===== config.mk =====
export PLATFORM = sky130hd
export DESIGN_NAME = fastcgi_record_deframer_flat
export DESIGN_NICKNAME = d
export VERILOG_FILES = /design/src/sv/fcgi_pkg.sv /design/src/sv/fcgi_if.sv /design/src/sv/fcgi_core.sv /design/src/sv/fcgi_out_reg.sv /design/src/sv/fastcgi_record_deframer.sv /design/src/flat_wrapper.sv
export SDC_FILE = /design/constraint.sdc
export NUM_CORES = 1
export LEC_CHECK = 0
export BUFFER_PORTS_ARGS = -buffer_cell sky130_fd_sc_hd__buf_4
export CORE_MARGIN = 1
export CORE_UTILIZATION = 66
export CTS_CLUSTER_DIAMETER = 100
export CTS_CLUSTER_SIZE = 24
export DETAILED_ROUTE_END_ITERATION = 6
export HOLD_SLACK_MARGIN = 0.06
export PLACE_DENSITY = 0.84
export SYNTH_ARGS = -nofsm -noshare
export SYNTH_HDL_FRONTEND = slang
export SYNTH_SLANG_ARGS = --single-unit

===== constraint.sdc =====
create_clock -name clk -period 9.2 [get_ports clk]
set_clock_uncertainty 0.15 [all_clocks]
set_input_delay 0.92 -clock clk [delete_from_list [all_inputs] [get_ports clk]]
set_output_delay 0.92 -clock clk [all_outputs]
set_load 0.01 [all_outputs]

===== src/sv/fcgi_pkg.sv =====
// Shared constants and types for the FastCGI record deframer.
`timescale 1ns / 1ps

package fcgi_pkg;

  // Parser phases
  localparam logic [1:0] PH_HEADER = 2'd0;
  localparam logic [1:0] PH_STDOUT = 2'd1;
  localparam logic [1:0] PH_SKIP   = 2'd2;
  localparam logic [1:0] PH_DONE   = 2'd3;

  // Event codes on the result channel
  localparam logic [1:0] EV_PAYLOAD       = 2'd0;
  localparam logic [1:0] EV_STDOUT_CLOSED = 2'd1;
  localparam logic [1:0] EV_FINISH_OK     = 2'd2;
  localparam logic [1:0] EV_FINISH_ERR    = 2'd3;

  // Record header values
  localparam logic [7:0] REC_VERSION     = 8'd1;
  localparam logic [7:0] REC_END_REQUEST = 8'd3;
  localparam logic [7:0] REC_STDOUT      = 8'd6;

  // Header byte positions
  localparam logic [2:0] HP_VERSION  = 3'd0;
  localparam logic [2:0] HP_TYPE     = 3'd1;
  localparam logic [2:0] HP_REQ_HI   = 3'd2;
  localparam logic [2:0] HP_REQ_LO   = 3'd3;
  localparam logic [2:0] HP_LEN_HI   = 3'd4;
  localparam logic [2:0] HP_LEN_LO   = 3'd5;
  localparam logic [2:0] HP_PADDING  = 3'd6;
  localparam logic [2:0] HP_RESERVED = 3'd7;

  localparam logic [15:0] SESSION_ID_RESET = 16'd1;

  // One result beat
  typedef struct packed {
    logic [1:0] event_code;
    logic [7:0] payload_byte;
  } evt_t;

endpackage


===== src/sv/fcgi_if.sv =====
// Valid/ready channel interfaces for the input bytes and the result events.
`timescale 1ns / 1ps

interface fcgi_in_if;
  logic       valid;
  logic       ready;
  logic [7:0] stream_byte;
  logic       source_closed;

  modport source (output valid, output stream_byte, output source_closed, input ready);
  modport sink   (input valid, input stream_byte, input source_closed, output ready);
endinterface

interface fcgi_out_if;
  logic       valid;
  logic       ready;
  logic [1:0] event_code;
  logic [7:0] payload_byte;

  modport source (output valid, output event_code, output payload_byte, input ready);
  modport sink   (input valid, input event_code, input payload_byte, output ready);
endinterface


===== src/sv/fcgi_core.sv =====
// Record parser: header capture, length counting and event generation.
`timescale 1ns / 1ps

module fcgi_core (
  input  logic              clk,
  input  logic              rst_n,
  input  logic              cfg_we,
  input  logic [15:0]       cfg_wdata,
  input  logic              beat_acc,
  input  logic [7:0]        beat_byte,
  input  logic              beat_closed,
  output logic              res_vld,
  output fcgi_pkg::evt_t    res
);

  // Control state
  logic [1:0]  phase_r, phase_nxt;
  logic [2:0]  pos_r, pos_nxt;
  logic        ended_r, ended_nxt;
  logic [15:0] sess_id_r;

  // Header fields and length counter
  logic [7:0]  ver_r, ver_nxt;
  logic [7:0]  type_r, type_nxt;
  logic [15:0] req_r, req_nxt;
  logic [15:0] len_r, len_nxt;
  logic [7:0]  pad_r, pad_nxt;
  logic [16:0] rem_r, rem_nxt;

  logic [16:0] rem_dec;
  logic [16:0] body_len;
  logic        hdr_ok;
  logic        end_rec;

  assign rem_dec  = rem_r - 17'd1;
  assign body_len = {1'b0, len_r} + {9'd0, pad_r};
  assign hdr_ok   = (ver_r == fcgi_pkg::REC_VERSION) && (req_r == sess_id_r);
  assign end_rec  = (type_r == fcgi_pkg::REC_END_REQUEST);

  // Next-state and result logic for one accepted beat
  always_comb begin
    phase_nxt = phase_r;
    pos_nxt   = pos_r;
    ended_nxt = ended_r;
    ver_nxt   = ver_r;
    type_nxt  = type_r;
    req_nxt   = req_r;
    len_nxt   = len_r;
    pad_nxt   = pad_r;
    rem_nxt   = rem_r;
    res_vld   = 1'b0;
    res       = '0;

    if (beat_acc && (phase_r != fcgi_pkg::PH_DONE)) begin
      if (beat_closed) begin
        phase_nxt      = fcgi_pkg::PH_DONE;
        res_vld        = 1'b1;
        res.event_code = ended_r ? fcgi_pkg::EV_FINISH_OK : fcgi_pkg::EV_FINISH_ERR;
      end else begin
        unique case (phase_r)
          fcgi_pkg::PH_HEADER: begin
            pos_nxt = pos_r + 3'd1;
            case (pos_r)
              fcgi_pkg::HP_VERSION: ver_nxt = beat_byte;
              fcgi_pkg::HP_TYPE:    type_nxt = beat_byte;
              fcgi_pkg::HP_REQ_HI:  req_nxt = {beat_byte, req_r[7:0]};
              fcgi_pkg::HP_REQ_LO:  req_nxt = {req_r[15:8], beat_byte};
              fcgi_pkg::HP_LEN_HI:  len_nxt = {beat_byte, len_r[7:0]};
              fcgi_pkg::HP_LEN_LO:  len_nxt = {len_r[15:8], beat_byte};
              fcgi_pkg::HP_PADDING: pad_nxt = beat_byte;
              default: begin
                // reserved byte: header complete
                if (!hdr_ok) begin
                  phase_nxt      = fcgi_pkg::PH_DONE;
                  res_vld        = 1'b1;
                  res.event_code = fcgi_pkg::EV_FINISH_ERR;
                end else if (type_r == fcgi_pkg::REC_STDOUT) begin
                  if (len_r == 16'd0) begin
                    // empty stdout record closes the stream, then skip padding
                    res_vld        = 1'b1;
                    res.event_code = fcgi_pkg::EV_STDOUT_CLOSED;
                    rem_nxt        = {9'd0, pad_r};
                    if (pad_r != 8'd0) phase_nxt = fcgi_pkg::PH_SKIP;
                    else if (ended_r)  phase_nxt = fcgi_pkg::PH_DONE;
                    else               phase_nxt = fcgi_pkg::PH_HEADER;
                  end else begin
                    rem_nxt   = {1'b0, len_r};
                    phase_nxt = fcgi_pkg::PH_STDOUT;
                  end
                end else begin
                  // any other record: skip content and padding
                  ended_nxt = ended_r | end_rec;
                  rem_nxt   = body_len;
                  if (body_len != 17'd0) begin
                    phase_nxt = fcgi_pkg::PH_SKIP;
                  end else if (ended_r || end_rec) begin
                    phase_nxt      = fcgi_pkg::PH_DONE;
                    res_vld        = 1'b1;
                    res.event_code = fcgi_pkg::EV_FINISH_OK;
                  end else begin
                    phase_nxt = fcgi_pkg::PH_HEADER;
                  end
                end
              end
            endcase
          end
          fcgi_pkg::PH_STDOUT: begin
            res_vld          = 1'b1;
            res.event_code   = fcgi_pkg::EV_PAYLOAD;
            res.payload_byte = beat_byte;
            rem_nxt          = rem_dec;
            if (rem_dec == 17'd0) begin
              // content done: move on to padding
              rem_nxt = {9'd0, pad_r};
              if (pad_r != 8'd0) phase_nxt = fcgi_pkg::PH_SKIP;
              else if (ended_r)  phase_nxt = fcgi_pkg::PH_DONE;
              else               phase_nxt = fcgi_pkg::PH_HEADER;
            end
          end
          fcgi_pkg::PH_SKIP: begin
            rem_nxt = rem_dec;
            if (rem_dec == 17'd0) begin
              if (ended_r) begin
                phase_nxt      = fcgi_pkg::PH_DONE;
                res_vld        = 1'b1;
                res.event_code = fcgi_pkg::EV_FINISH_OK;
              end else begin
                phase_nxt = fcgi_pkg::PH_HEADER;
              end
            end
          end
          default: begin
            phase_nxt = phase_r;
          end
        endcase
      end
    end
  end

  // Control registers
  always_ff @(posedge clk) begin
    if (!rst_n) begin
      phase_r   <= fcgi_pkg::PH_HEADER;
      pos_r     <= fcgi_pkg::HP_VERSION;
      ended_r   <= 1'b0;
      sess_id_r <= fcgi_pkg::SESSION_ID_RESET;
    end else begin
      phase_r <= phase_nxt;
      pos_r   <= pos_nxt;
      ended_r <= ended_nxt;
      if (cfg_we) sess_id_r <= cfg_wdata;
    end
  end

  // Header fields and counter, written before they are read
  always_ff @(posedge clk) begin
    ver_r  <= ver_nxt;
    type_r <= type_nxt;
    req_r  <= req_nxt;
    len_r  <= len_nxt;
    pad_r  <= pad_nxt;
    rem_r  <= rem_nxt;
  end

endmodule


===== src/sv/fcgi_out_reg.sv =====
// Output register stage for result beats.
`timescale 1ns / 1ps

module fcgi_out_reg (
  input  logic           clk,
  input  logic           rst_n,
  input  logic           load,
  input  fcgi_pkg::evt_t load_data,
  output logic           take_ok,
  output logic           out_valid,
  input  logic           out_ready,
  output fcgi_pkg::evt_t out_data
);

  logic           valid_r, valid_nxt;
  fcgi_pkg::evt_t data_r;

  // Stage can take a new beat when empty or being drained this cycle
  assign take_ok   = !valid_r || out_ready;
  assign valid_nxt = load ? 1'b1 : (valid_r && !out_ready);

  always_ff @(posedge clk) begin
    if (!rst_n) valid_r <= 1'b0;
    else        valid_r <= valid_nxt;
  end

  always_ff @(posedge clk) begin
    if (load) data_r <= load_data;
  end

  assign out_valid = valid_r;
  assign out_data  = data_r;

endmodule


===== src/sv/fastcgi_record_deframer.sv =====
// Top level of the FastCGI record deframer.
//
// in_chan carries one byte of the application stream per beat, or a close
// marker (source_closed high, byte ignored). out_chan carries at most one
// event per input beat: a stdout content byte, stdout closed, finished ok or
// finished error. cfg_wr_en/cfg_wr_data set the expected request id
// (reset value 1); write it only while no beat is in flight.
// Throughput: one input beat per cycle while out_chan takes its events. Each
// beat is parsed by one level of header/counter logic and its event lands in
// the output register, so an event appears on out_chan in the cycle after its
// beat is accepted.
// Reset (rst_n low, synchronous) returns the parser to the start of a
// header with no end mark and drops any pending event. When out_chan stalls,
// in_chan.ready drops only while the output register holds an event that
// has not been taken; it returns in the cycle the receiver takes it.
// After a finish event every further beat is accepted and dropped until
// the next reset.
`timescale 1ns / 1ps

module fastcgi_record_deframer (
  input  logic          clk,
  input  logic          rst_n,
  input  logic          cfg_wr_en,
  input  logic [15:0]   cfg_wr_data,
  fcgi_in_if.sink       in_chan,
  fcgi_out_if.source    out_chan
);

  logic           beat_acc;
  logic           take_ok;
  logic           res_vld;
  fcgi_pkg::evt_t res;
  fcgi_pkg::evt_t out_data;

  // Accept a beat whenever the output stage has room
  assign in_chan.ready = take_ok;
  assign beat_acc      = in_chan.valid && take_ok;

  fcgi_core u_core (
    .clk         (clk),
    .rst_n       (rst_n),
    .cfg_we      (cfg_wr_en),
    .cfg_wdata   (cfg_wr_data),
    .beat_acc    (beat_acc),
    .beat_byte   (in_chan.stream_byte),
    .beat_closed (in_chan.source_closed),
    .res_vld     (res_vld),
    .res         (res)
  );

  fcgi_out_reg u_out (
    .clk       (clk),
    .rst_n     (rst_n),
    .load      (res_vld),
    .load_data (res),
    .take_ok   (take_ok),
    .out_valid (out_chan.valid),
    .out_ready (out_chan.ready),
    .out_data  (out_data)
  );

  assign out_chan.event_code   = out_data.event_code;
  assign out_chan.payload_byte = out_data.payload_byte;

endmodule

===== src/flat_wrapper.sv =====
// flat-port wrapper written by rule: the top's interface ports become plain ports
module fastcgi_record_deframer_flat 
  (clk, rst_n, cfg_wr_en, cfg_wr_data, in_chan_valid, in_chan_stream_byte, in_chan_source_closed, in_chan_ready, out_chan_valid, out_chan_event_code, out_chan_payload_byte, out_chan_ready);
  fcgi_in_if in_chan_i ();
  fcgi_out_if out_chan_i ();
  input  logic clk;
  input  logic rst_n;
  input  logic cfg_wr_en;
  input  logic [15:0] cfg_wr_data;
  input wire logic [$bits(in_chan_i.valid)-1:0] in_chan_valid;
  input wire logic [$bits(in_chan_i.stream_byte)-1:0] in_chan_stream_byte;
  input wire logic [$bits(in_chan_i.source_closed)-1:0] in_chan_source_closed;
  output wire logic [$bits(in_chan_i.ready)-1:0] in_chan_ready;
  output wire logic [$bits(out_chan_i.valid)-1:0] out_chan_valid;
  output wire logic [$bits(out_chan_i.event_code)-1:0] out_chan_event_code;
  output wire logic [$bits(out_chan_i.payload_byte)-1:0] out_chan_payload_byte;
  input wire logic [$bits(out_chan_i.ready)-1:0] out_chan_ready;
  assign in_chan_i.valid = in_chan_valid;
  assign in_chan_i.stream_byte = in_chan_stream_byte;
  assign in_chan_i.source_closed = in_chan_source_closed;
  assign in_chan_ready = in_chan_i.ready;
  assign out_chan_valid = out_chan_i.valid;
  assign out_chan_event_code = out_chan_i.event_code;
  assign out_chan_payload_byte = out_chan_i.payload_byte;
  assign out_chan_i.ready = out_chan_ready;
  fastcgi_record_deframer u_core (.clk(clk), .rst_n(rst_n), .cfg_wr_en(cfg_wr_en), .cfg_wr_data(cfg_wr_data), .in_chan(in_chan_i), .out_chan(out_chan_i));
endmodule

==> impl_metrics.env, run 1 <==
export IMPL_fmax_mhz=244
export IMPL_synthTopCellsByCount="edfxtp_1, nor2_1, nand2_1, a21oi_1, xor2_1"
export IMPL_core_area_um2=8760
export IMPL_fp_dieW_um=97.4
export IMPL_crit_type="reg -> reg"
export IMPL_ys_dominant_reg_cell="edfxtp_1"
export IMPL_end_kind="flip-flop"
export IMPL_nets=636
export IMPL_final_area_um2=6530
export IMPL_rsz0062_at_grt="false"
export IMPL_numCtsBuffers=9
export IMPL_die_h_um=97.4
export IMPL_ctsResizeCount=0
export IMPL_synth_area_um2=6000
export IMPL_grt_start_max_net_pins=33
export IMPL_synth_top_cell_area_share=0.415
export IMPL_min_period_ps=4100
export IMPL_num_io_pins=42
export IMPL_yosysSeqAreaShare=0.492
export IMPL_leakage_nw=2.41
export IMPL_fill_cells=587
export IMPL_cp_arrival_ps=3960
export IMPL_grt_usage=0.286
export IMPL_synth_seq_cells=106
export IMPL_tns_ps=0
export IMPL_antenna_cells=0
export IMPL_row_count=34
export IMPL_dr_pass1_iters=6
export IMPL_dr_wl_met3_um=840
export IMPL_via_per_inst=6.40
export IMPL_synth_most_common_cell="edfxtp_1"
export IMPL_maxSlewHeadroom=0.304
export IMPL_drv_cap=0
export IMPL_placed_area_um2=6340
export IMPL_insertion_delay_ps=370
export IMPL_finalHoldViolCount=0
export IMPL_seqCellArea_um2=2950
export IMPL_required_ps=9060
export IMPL_grt_pass1_wl_mm=21.4
export IMPL_drtAntennaViolNets=0
export IMPL_synth_fp_nets=612
export IMPL_yosysUniqueCellTypes=74
export IMPL_setup_ws_ps=5100
export IMPL_met1_length_mm=5.65
export IMPL_powerDensity_nw_per_um2=148
export IMPL_synth_cells=562
export IMPL_cts_setup_buffers=0
export IMPL_avgSynthCellArea_um2=10.7
export IMPL_synth_top_area_cell="edfxtp_1"
export IMPL_cts_clk_slew_worst_paths_ps=110
export IMPL_ys_top_cells_by_area="edfxtp_1, dfxtp_1, ha_1, xor2_1, mux2i_1"
export IMPL_cts_hold_buf=0
export IMPL_critPathLaunchType="flip-flop"
export IMPL_highest_layer="met4"
export IMPL_ir_drop_mv=0.106
export IMPL_io_buffer_count=41
export IMPL_syn2layout_area_growth_pct=8.79
export IMPL_dieArea_um2=9480
export IMPL_drc=0
export IMPL_cts_tree="yes"
export IMPL_wl_met2_mm=6.31
export IMPL_vias=4471
export IMPL_async_flop_share=0
export IMPL_grt_antenna_before_repair=0
export IMPL_path_max_fanout=10
export IMPL_dp_hpwl_mm=9.64
export IMPL_dp_slack_ps=5190
export IMPL_cts_root_buf="clkbuf_8"
export IMPL_synth_edf_count=83
export IMPL_cts_sinks=106
export IMPL_post_drt_wl_per_cell_um=18.7
export IMPL_overflow=0
export IMPL_hold_path_class="reg -> reg"
export IMPL_cts_htree_levels=3
export IMPL_drt_iter0_drc=321
export IMPL_run_status="finished, final reports clean"
export IMPL_yosysWarnings=0
export IMPL_layout_drive_gt1_share=0.146
export IMPL_routed_wl_mm=13.1
export IMPL_start_util=0.685
export IMPL_tightestPinTransition_ps=1040
export IMPL_grt_pass1_vias=4355
export IMPL_multi_input_area_um2=2860
export IMPL_finalCritPeriodShare=0.446
export IMPL_place_congestion=0.931
export IMPL_setup_violations=0
export IMPL_slew_viol_final=0
export IMPL_cts_buffer_depth=2
## worst max-delay path, stage by stage, from the launching register on
cell	delay, ps
edfxtp_1	440
ha_1	270
fa_1	490
a211oi_2	350
nor2_1	110
xor2_1	170
nor4b_2	280
o2111ai_2	220
o41ai_2	500
nor3_1	80
nor2_1	690
## path summary, 6_finish.rpt
check,from,slack [ps],cells after the start,end
worst min-delay path,u_core.u_core.pos_r[1],380,2,u_core.u_core.pos_r[1]
worst max-delay path,u_core.u_core.pad_r[0],5100,10,u_core.u_out.out_data[2]
worst max register to register,u_core.u_core.pad_r[0],5100,10,u_core.u_out.out_data[2]
worst min register to register,u_core.u_core.pos_r[1],380,2,u_core.u_core.pos_r[1]
## placed cells by master, fill, tap and decap left out, types with 6 or more instances in the layout
cell and count:
buf_4 46, nor3_1 16, and2_1 18, a21oi_1 26
nor2b_1 24, o21ai_0 17, nor2_1 39, ha_1 19
dfxtp_1 23, nand3_1 13, xnor2_1 19, mux2i_1 20
nor4_1 15, and3_1 19, inv_1 12, clkbuf_8 9
a21o_1 6, nand2_1 37, nand4_1 8, a211oi_1 7
xor2_1 25, edfxtp_1 83
## cells by family after synthesis
family / share of synthesized area
simple gates: 0.209
compound gates: 0.123
flops: 0.492
buf+inv: 0.0319
xor+xnor: 0.0642
mux: 0.0371
fa+ha+maj: 0.0429
## registers in the layout, summed over array words and instances (netlist names), 3 cells and up
signal,flops
u_core.u_out.out_data,10
u_core.u_core.sess_id_r,16
u_core.u_core.type_r,8
u_core.u_core.pos_r,3
u_core.u_core.pad_r,8
u_core.u_core.rem_r,17
u_core.u_core.req_r,16
u_core.u_core.len_r,16
u_core.u_core.ver_r,8
## metal layers
layer	vias up	track usage
met1	2119	0.386
li1	2118	-
met3	29	0.0568
met4	0	0.113
met5	-	0
met2	205	0.458
## power by group
part           internal [mW]  switching [mW]
Sequential             0.539          0.0177
Combinational         0.0541          0.0766
Clock                  0.107           0.174
## metrics by stage
step                cells   util  power (mW)  hold WS, ps
floorplan             562      -       0.651          313
global placement      683  0.723       0.689          336
detailed placement    683  0.723       0.696          359
CTS                   699  0.745       0.972          379
global route          699  0.745        1.00          399
finish                699  0.745       0.968          378
## layout make-up
cell class,count,share of cell area
flip-flops and latches,106,0.452
multi-input cells,411,0.438
repair buffers,46,0.0529
well taps,108,0.0207
clock buffers,9,0.0190
clock inverters,7,0.0107
inverters,12,0.00690
Note: power is estimated with default switching activity, not from simulation.
==> run 2, diff against run 1 <==
--- a/config.mk
+++ b/config.mk
@@ -7,12 +7,12 @@
 export LEC_CHECK = 0
 export BUFFER_PORTS_ARGS = -buffer_cell sky130_fd_sc_hd__buf_4
 export CORE_MARGIN = 1
-export CORE_UTILIZATION = 66
+export CORE_UTILIZATION = 61
 export CTS_CLUSTER_DIAMETER = 100
 export CTS_CLUSTER_SIZE = 24
 export DETAILED_ROUTE_END_ITERATION = 6
 export HOLD_SLACK_MARGIN = 0.06
-export PLACE_DENSITY = 0.84
+export PLACE_DENSITY = 0.78
 export SYNTH_ARGS = -nofsm -noshare
 export SYNTH_HDL_FRONTEND = slang
 export SYNTH_SLANG_ARGS = --single-unit
==> constraint.sdc (replaced) <==
create_clock -name clk -period 4.2 [get_ports clk]
set_clock_uncertainty 0.15 [all_clocks]
set_input_delay 0.42 -clock clk [delete_from_list [all_inputs] [get_ports clk]]
set_output_delay 0.42 -clock clk [all_outputs]
set_load 0.01 [all_outputs]
==> run 2 against run 1 <==
  * Sequential share of layout area shrank 0.51 points
  * Combinational power grew 120%
  * Sequential power grew 120%
  * Routed wire length shrank 0.99%
  * Hold slack lost 230 ps
  * Final cell count grew 3.7%
  * Core utilization shrank 4.0 points
  * Non-clock buffer count grew 5
  * Total power grew 120%
  * Via count shrank 2.5%
  * Die area grew 8.0%
  * Global-route usage shrank 1.6 points
  * Highest routed layer unchanged
==> impl_metrics.env, run 2 (same netlist as run 1, synthesis figures left out) <==
export IMPL_overflow=0
export IMPL_ctsResizeCount=0
export IMPL_tightestPinTransition_ps=836
export IMPL_maxSlewHeadroom=0.443
export IMPL_cts_setup_buffers=0
export IMPL_die_h_um=101
export IMPL_cts_root_buf="clkbuf_8"
export IMPL_powerDensity_nw_per_um2=323
export IMPL_finalHoldViolCount=0
export IMPL_dieArea_um2=10200
export IMPL_run_status="finished, final reports clean"
export IMPL_fp_dieW_um=101
export IMPL_cts_tree="yes"
export IMPL_dr_pass1_iters=5
export IMPL_dp_hpwl_mm=9.62
export IMPL_drc=0
export IMPL_drv_cap=0
export IMPL_numCtsBuffers=9
export IMPL_nets=641
export IMPL_largest_reg_flops=17
export IMPL_antenna_cells=0
export IMPL_syn2layout_area_growth_pct=10.0
export IMPL_io_buffer_count=41
export IMPL_end_kind="flip-flop"
export IMPL_cts_sinks=106
export IMPL_required_ps=4140
export IMPL_finalCoreUtilization=0.705
export IMPL_cts_clk_slew_worst_paths_ps=110
export IMPL_drt_iter0_drc=408
export IMPL_crit_top_cell="nor2_1"
export IMPL_finalPower_mw=2.13
export IMPL_hold_path_class="in -> reg"
export IMPL_grt_usage=0.271
export IMPL_post_drt_wl_per_cell_um=17.9
export IMPL_worst_path_max_delay_cell="edfxtp_1"
export IMPL_vias=4359
export IMPL_fmax_mhz=280
export IMPL_ir_drop_mv=0.301
export IMPL_final_cell_mix="edfxtp_1, buf_4, nor2_1"
export IMPL_tns_ps=0
export IMPL_finalCritPeriodShare=0.851
export IMPL_final_area_um2=6610
export IMPL_start_util=0.641
export IMPL_layout_cells_most_common="edfxtp_1"
export IMPL_min_period_ps=3580
export IMPL_cts_hold_buf=0
export IMPL_place_congestion=0.964
export IMPL_row_count=35
export IMPL_path_max_fanout=10
export IMPL_drtAntennaViolNets=0
export IMPL_whs_ps=143
export IMPL_placed_area_um2=6400
export IMPL_layout_drive_gt1_share=0.153
export IMPL_rsz0062_at_grt="false"
export IMPL_insertion_delay_ps=380
export IMPL_crit_type="reg -> reg"
export IMPL_max_flop_register="u_core.u_core.rem_r"
export IMPL_grt_pass1_wl_mm=20.9
export IMPL_max_stage_delay_ps=480
export IMPL_num_io_pins=42
export IMPL_setup_violations=0
export IMPL_grt_pass1_vias=4093
export IMPL_grt_antenna_before_repair=0
export IMPL_cts_buffer_depth=2
export IMPL_fill_cells=732
export IMPL_slew_viol_final=0
export IMPL_grt_start_max_net_pins=33
export IMPL_cp_arrival_ps=3520
export IMPL_crit_chain="ha_1 > fa_1 > a211oi_2 > nor2_1 > xor2_1 > nor4b_2 > o2111ai_2 > o41ai_2 > nor3_1 > nor2_1 > buf_4"
export IMPL_routed_wl_mm=13.0
export IMPL_critPathLaunchType="flip-flop"
export IMPL_core_area_um2=9370
export IMPL_leakage_nw=2.44
export IMPL_via_per_inst=6.01
export IMPL_cts_htree_levels=3
-- run 2: cell types whose count changed in the layout (fill, tap and decap cells not counted) --
cell / change
clkinv_8: +1
clkinv_2: -1
buf_4: +5
-- run 2: final cells by class --
type                    instances  area, µm²  area share
flip-flops and latches        106       2950       0.447
well taps                     129        161      0.0244
inverters                      12       45.0     0.00682
clock inverters                 7       81.3      0.0123
repair buffers                 51        383      0.0579
multi-input cells             411       2860       0.433
clock buffers                   9        124      0.0187
-- run 2: worst max-delay path, delay by kind of cell (launching register included) --
family | cells | cell delay [ps]
compound gates | 3 | 970
fa+ha+maj | 2 | 760
simple gates | 4 | 580
flops | 1 | 480
buf+inv | 1 | 200
xor+xnor | 1 | 170
-- run 2: path summary, 6_finish.rpt --
check / depth (start not counted) / slack (ps) / start / to
worst max-delay path: 11 / 620 / u_core.u_core.pad_r[0] / u_core.u_out.out_data[8]
worst min-delay path: 3 / 140 / cfg_wr_data[0] / u_core.u_core.sess_id_r[0]
worst max register to register: 11 / 620 / u_core.u_core.pad_r[0] / u_core.u_out.out_data[8]
worst min register to register: 2 / 370 / u_core.u_core.pos_r[1] / u_core.u_core.pos_r[1]
-- run 2: metrics by stage --
| step | instances | worst slack (ps) |
|---|---|---|
| finish | 725 | 624 |
| detailed placement | 709 | 658 |
| CTS | 725 | 642 |
| global placement | 709 | 745 |
| floorplan | 562 | 672 |
| global route | 725 | 445 |
-- run 2: layer usage --
layer	GRT usage	up-vias	part of all wire
met4	0.0881	0	0.016
met1	0.377	2047	0.46
met3	0.0497	21	0.053
met5	0	-	0
li1	-	2131	-
met2	0.432	160	0.47
-- run 2: power by group --
| part | internal, mW | switching (mW) |
|---|---|---|
| combinational | 0.120 | 0.165 |
| sequential | 1.18 | 0.0384 |
| clock | 0.239 | 0.390 |
==> run 3, diff against run 2 <==
--- a/config.mk
+++ b/config.mk
@@ -12,7 +12,8 @@
 export CTS_CLUSTER_SIZE = 24
 export DETAILED_ROUTE_END_ITERATION = 6
 export HOLD_SLACK_MARGIN = 0.06
-export PLACE_DENSITY = 0.78
+export PLACE_DENSITY = 0.79
 export SYNTH_ARGS = -nofsm -noshare
 export SYNTH_HDL_FRONTEND = slang
+export SYNTH_HIERARCHICAL = 1
 export SYNTH_SLANG_ARGS = --single-unit
==> run 3 against run 2 <==
  * Combinational power fell by 17%
  * Critical endpoint is now u_core/u_out/out_data[9]
  * Core utilization fell by 0.41 points
  * Worst setup slack got worse by 340 ps
==> impl_metrics.env, run 3 <==
export IMPL_run_status="finished, final reports clean"
export IMPL_clockPowerShare=0.315
export IMPL_power_frac_comb=0.113
export IMPL_avgSynthCellArea_um2=10.8
export IMPL_finalHoldViolCount=0
export IMPL_end_kind="flip-flop"
export IMPL_cts_htree_levels=3
export IMPL_drc=0
export IMPL_overflow=0
export IMPL_maxSlewHeadroom=0.419
export IMPL_crit_type="reg -> reg"
export IMPL_synth_edf_count=83
export IMPL_ys_dominant_reg_cell="edfxtp_1"
export IMPL_dp_hpwl_mm=9.74
export IMPL_power_switching_uw=573
export IMPL_die_h_um=99.6
export IMPL_dieArea_um2=9920
export IMPL_layout_drive_gt1_share=0.141
export IMPL_tightestPinTransition_ps=869
export IMPL_powerDensity_nw_per_um2=323
export IMPL_max_flop_register="u_core/u_core/rem_r"
export IMPL_leakage_nw=2.37
export IMPL_via_per_inst=6.15
export IMPL_grt_antenna_before_repair=0
export IMPL_placed_cells=700
export IMPL_finalCritPeriodShare=0.933
export IMPL_largest_reg_flops=17
export IMPL_synth_cells=540
export IMPL_grt_usage=0.278
export IMPL_drv_cap=0
export IMPL_final_cell_mix="edfxtp_1, buf_4, nand2_1"
export IMPL_yosysUniqueCellTypes=67
export IMPL_cts_sinks=106
export IMPL_synth_most_common_cell="edfxtp_1"
export IMPL_cts_hold_buf=0
export IMPL_drt_iter0_drc=445
export IMPL_row_count=35
export IMPL_cts_buffer_depth=2
export IMPL_grt_pass1_vias=4160
export IMPL_tns_ps=0
export IMPL_dp_slack_ps=230
export IMPL_cts_tree="yes"
export IMPL_async_flop_share=0
export IMPL_yosysSeqAreaShare=0.508
export IMPL_place_congestion=0.919
export IMPL_switching_share=0.274
export IMPL_dr_pass1_iters=5
export IMPL_setup_violations=0
export IMPL_synth_area_um2=5810
export IMPL_finalCoreUtilization=0.701
export IMPL_setup_ws_ps=280
export IMPL_synthTopCellsByCount="edfxtp_1, nand2_1, nor2_1, a21oi_1, xnor2_1"
export IMPL_fmax_mhz=255
export IMPL_ir_drop_mv=0.259
export IMPL_fin_cells=716
export IMPL_fp_dieW_um=99.6
export IMPL_cp_arrival_ps=3870
export IMPL_synth_top_area_cell="edfxtp_1"
export IMPL_cts_root_buf="clkbuf_8"
export IMPL_core_area_um2=9240
export IMPL_post_drt_wl_per_cell_um=18.5
export IMPL_syn2layout_area_growth_pct=11.5
export IMPL_nets=632
export IMPL_vias=4406
export IMPL_numCtsBuffers=9
export IMPL_synth_seq_cells=106
export IMPL_cts_clk_slew_worst_paths_ps=110
export IMPL_synth_top_cell_area_share=0.429
export IMPL_grt_start_max_net_pins=25
export IMPL_start_util=0.629
export IMPL_synth_fp_nets=590
export IMPL_layout_cells_most_common="edfxtp_1"
export IMPL_antenna_cells=0
export IMPL_ys_top_cells_by_area="edfxtp_1, dfxtp_1, xnor2_1, ha_1, mux2i_1"
export IMPL_rsz0062_at_grt="false"
export IMPL_critPathLaunchType="flip-flop"
export IMPL_io_buffer_count=41
export IMPL_path_max_fanout=7
export IMPL_yosysWarnings=6
export IMPL_p_int_mw=1.52
export IMPL_final_area_um2=6480
export IMPL_slew_viol_final=0
export IMPL_num_io_pins=42
export IMPL_routed_wl_mm=13.3
export IMPL_placed_area_um2=6260
export IMPL_whs_ps=99.5
export IMPL_required_ps=4150
export IMPL_hold_path_class="in -> reg"
export IMPL_power_frac_seq=0.571
export IMPL_finalPower_mw=2.09
export IMPL_min_period_ps=3920
export IMPL_grt_pass1_wl_mm=20.9
export IMPL_insertion_delay_ps=380
export IMPL_drtAntennaViolNets=0
[run 3: changes by cell type in the layout (fill, tap and decap cells not counted), moves of 5 or more]
cell	before	now
nand3_1	13	8
xnor2_1	19	29
xor2_1	25	15
o22ai_1	3	10
[run 3: critical path: stages, from the launching register on]
cell       delay (ps)
edfxtp_1          440
ha_1              250
fa_1              450
a211oi_4          380
nor2_1            100
xor2_1            160
a2111oi_1         420
nand4_1           200
o41a_1            410
o221ai_2          210
o31a_1            270
buf_4             200
[run 3: what timing repair did]
| item | CTS | global route |
|---|---|---|
| setup endpoints to repair | 0 | 7 |
| setup buffers | 0 | 0 |
| gates resized for setup | 0 | 2 |
[run 3: final cells by class]
cell class | instances | area, µm²
inverters | 16 | 60.1
clock inverters | 7 | 86.3
fillers | 698 | 2760
flip-flops and latches | 106 | 2950
repair buffers | 51 | 383
clock buffers | 9 | 124
multi-input cells | 398 | 2710
well taps | 129 | 161
[run 3: cell families (layout without fill, tap and decap cells)]
kind of cell | count (synthesis) | count (layout) | synth area share
mux | 17 | 17 | 0.0293
simple gates | 209 | 209 | 0.199
buf+inv | 36 | 83 | 0.0267
compound gates | 108 | 108 | 0.126
flops | 106 | 106 | 0.508
xor+xnor | 44 | 44 | 0.0663
fa+ha+maj | 20 | 20 | 0.0444
[run 3: metal layers]
layer | vias to the layer above | wire [µm] | track usage
li1 | 2082 | - | -
met1 | 2126 | 6040 | 0.393
met2 | 177 | 6160 | 0.438
met3 | 21 | 806 | 0.0492
met4 | 0 | 269 | 0.0894
met5 | - | 0 | 0
[run 3: final timing paths]
kind                                                  from                          to  slack, ps  cells past startpoint
worst max-delay path                u_core/u_core/len_r[0]    u_core/u_out/out_data[9]        280                     11
worst min register to register  u_core/u_core/sess_id_r[0]  u_core/u_core/sess_id_r[0]        380                      2
worst min-delay path                        cfg_wr_data[0]  u_core/u_core/sess_id_r[0]        100                      3
worst max register to register      u_core/u_core/len_r[0]    u_core/u_out/out_data[9]        280                     11
[run 3: power groups by stage]
stage          Combinational [mW]  Sequential (mW)  Clock, mW
2_1_floorplan               0.146             1.21          0
3_3_place_gp                0.228             1.22          0
3_5_place_dp                0.235             1.22          0
4_1_cts                     0.236             1.19      0.670
5_1_grt                     0.257             1.20      0.700
6_report                    0.237             1.19      0.659
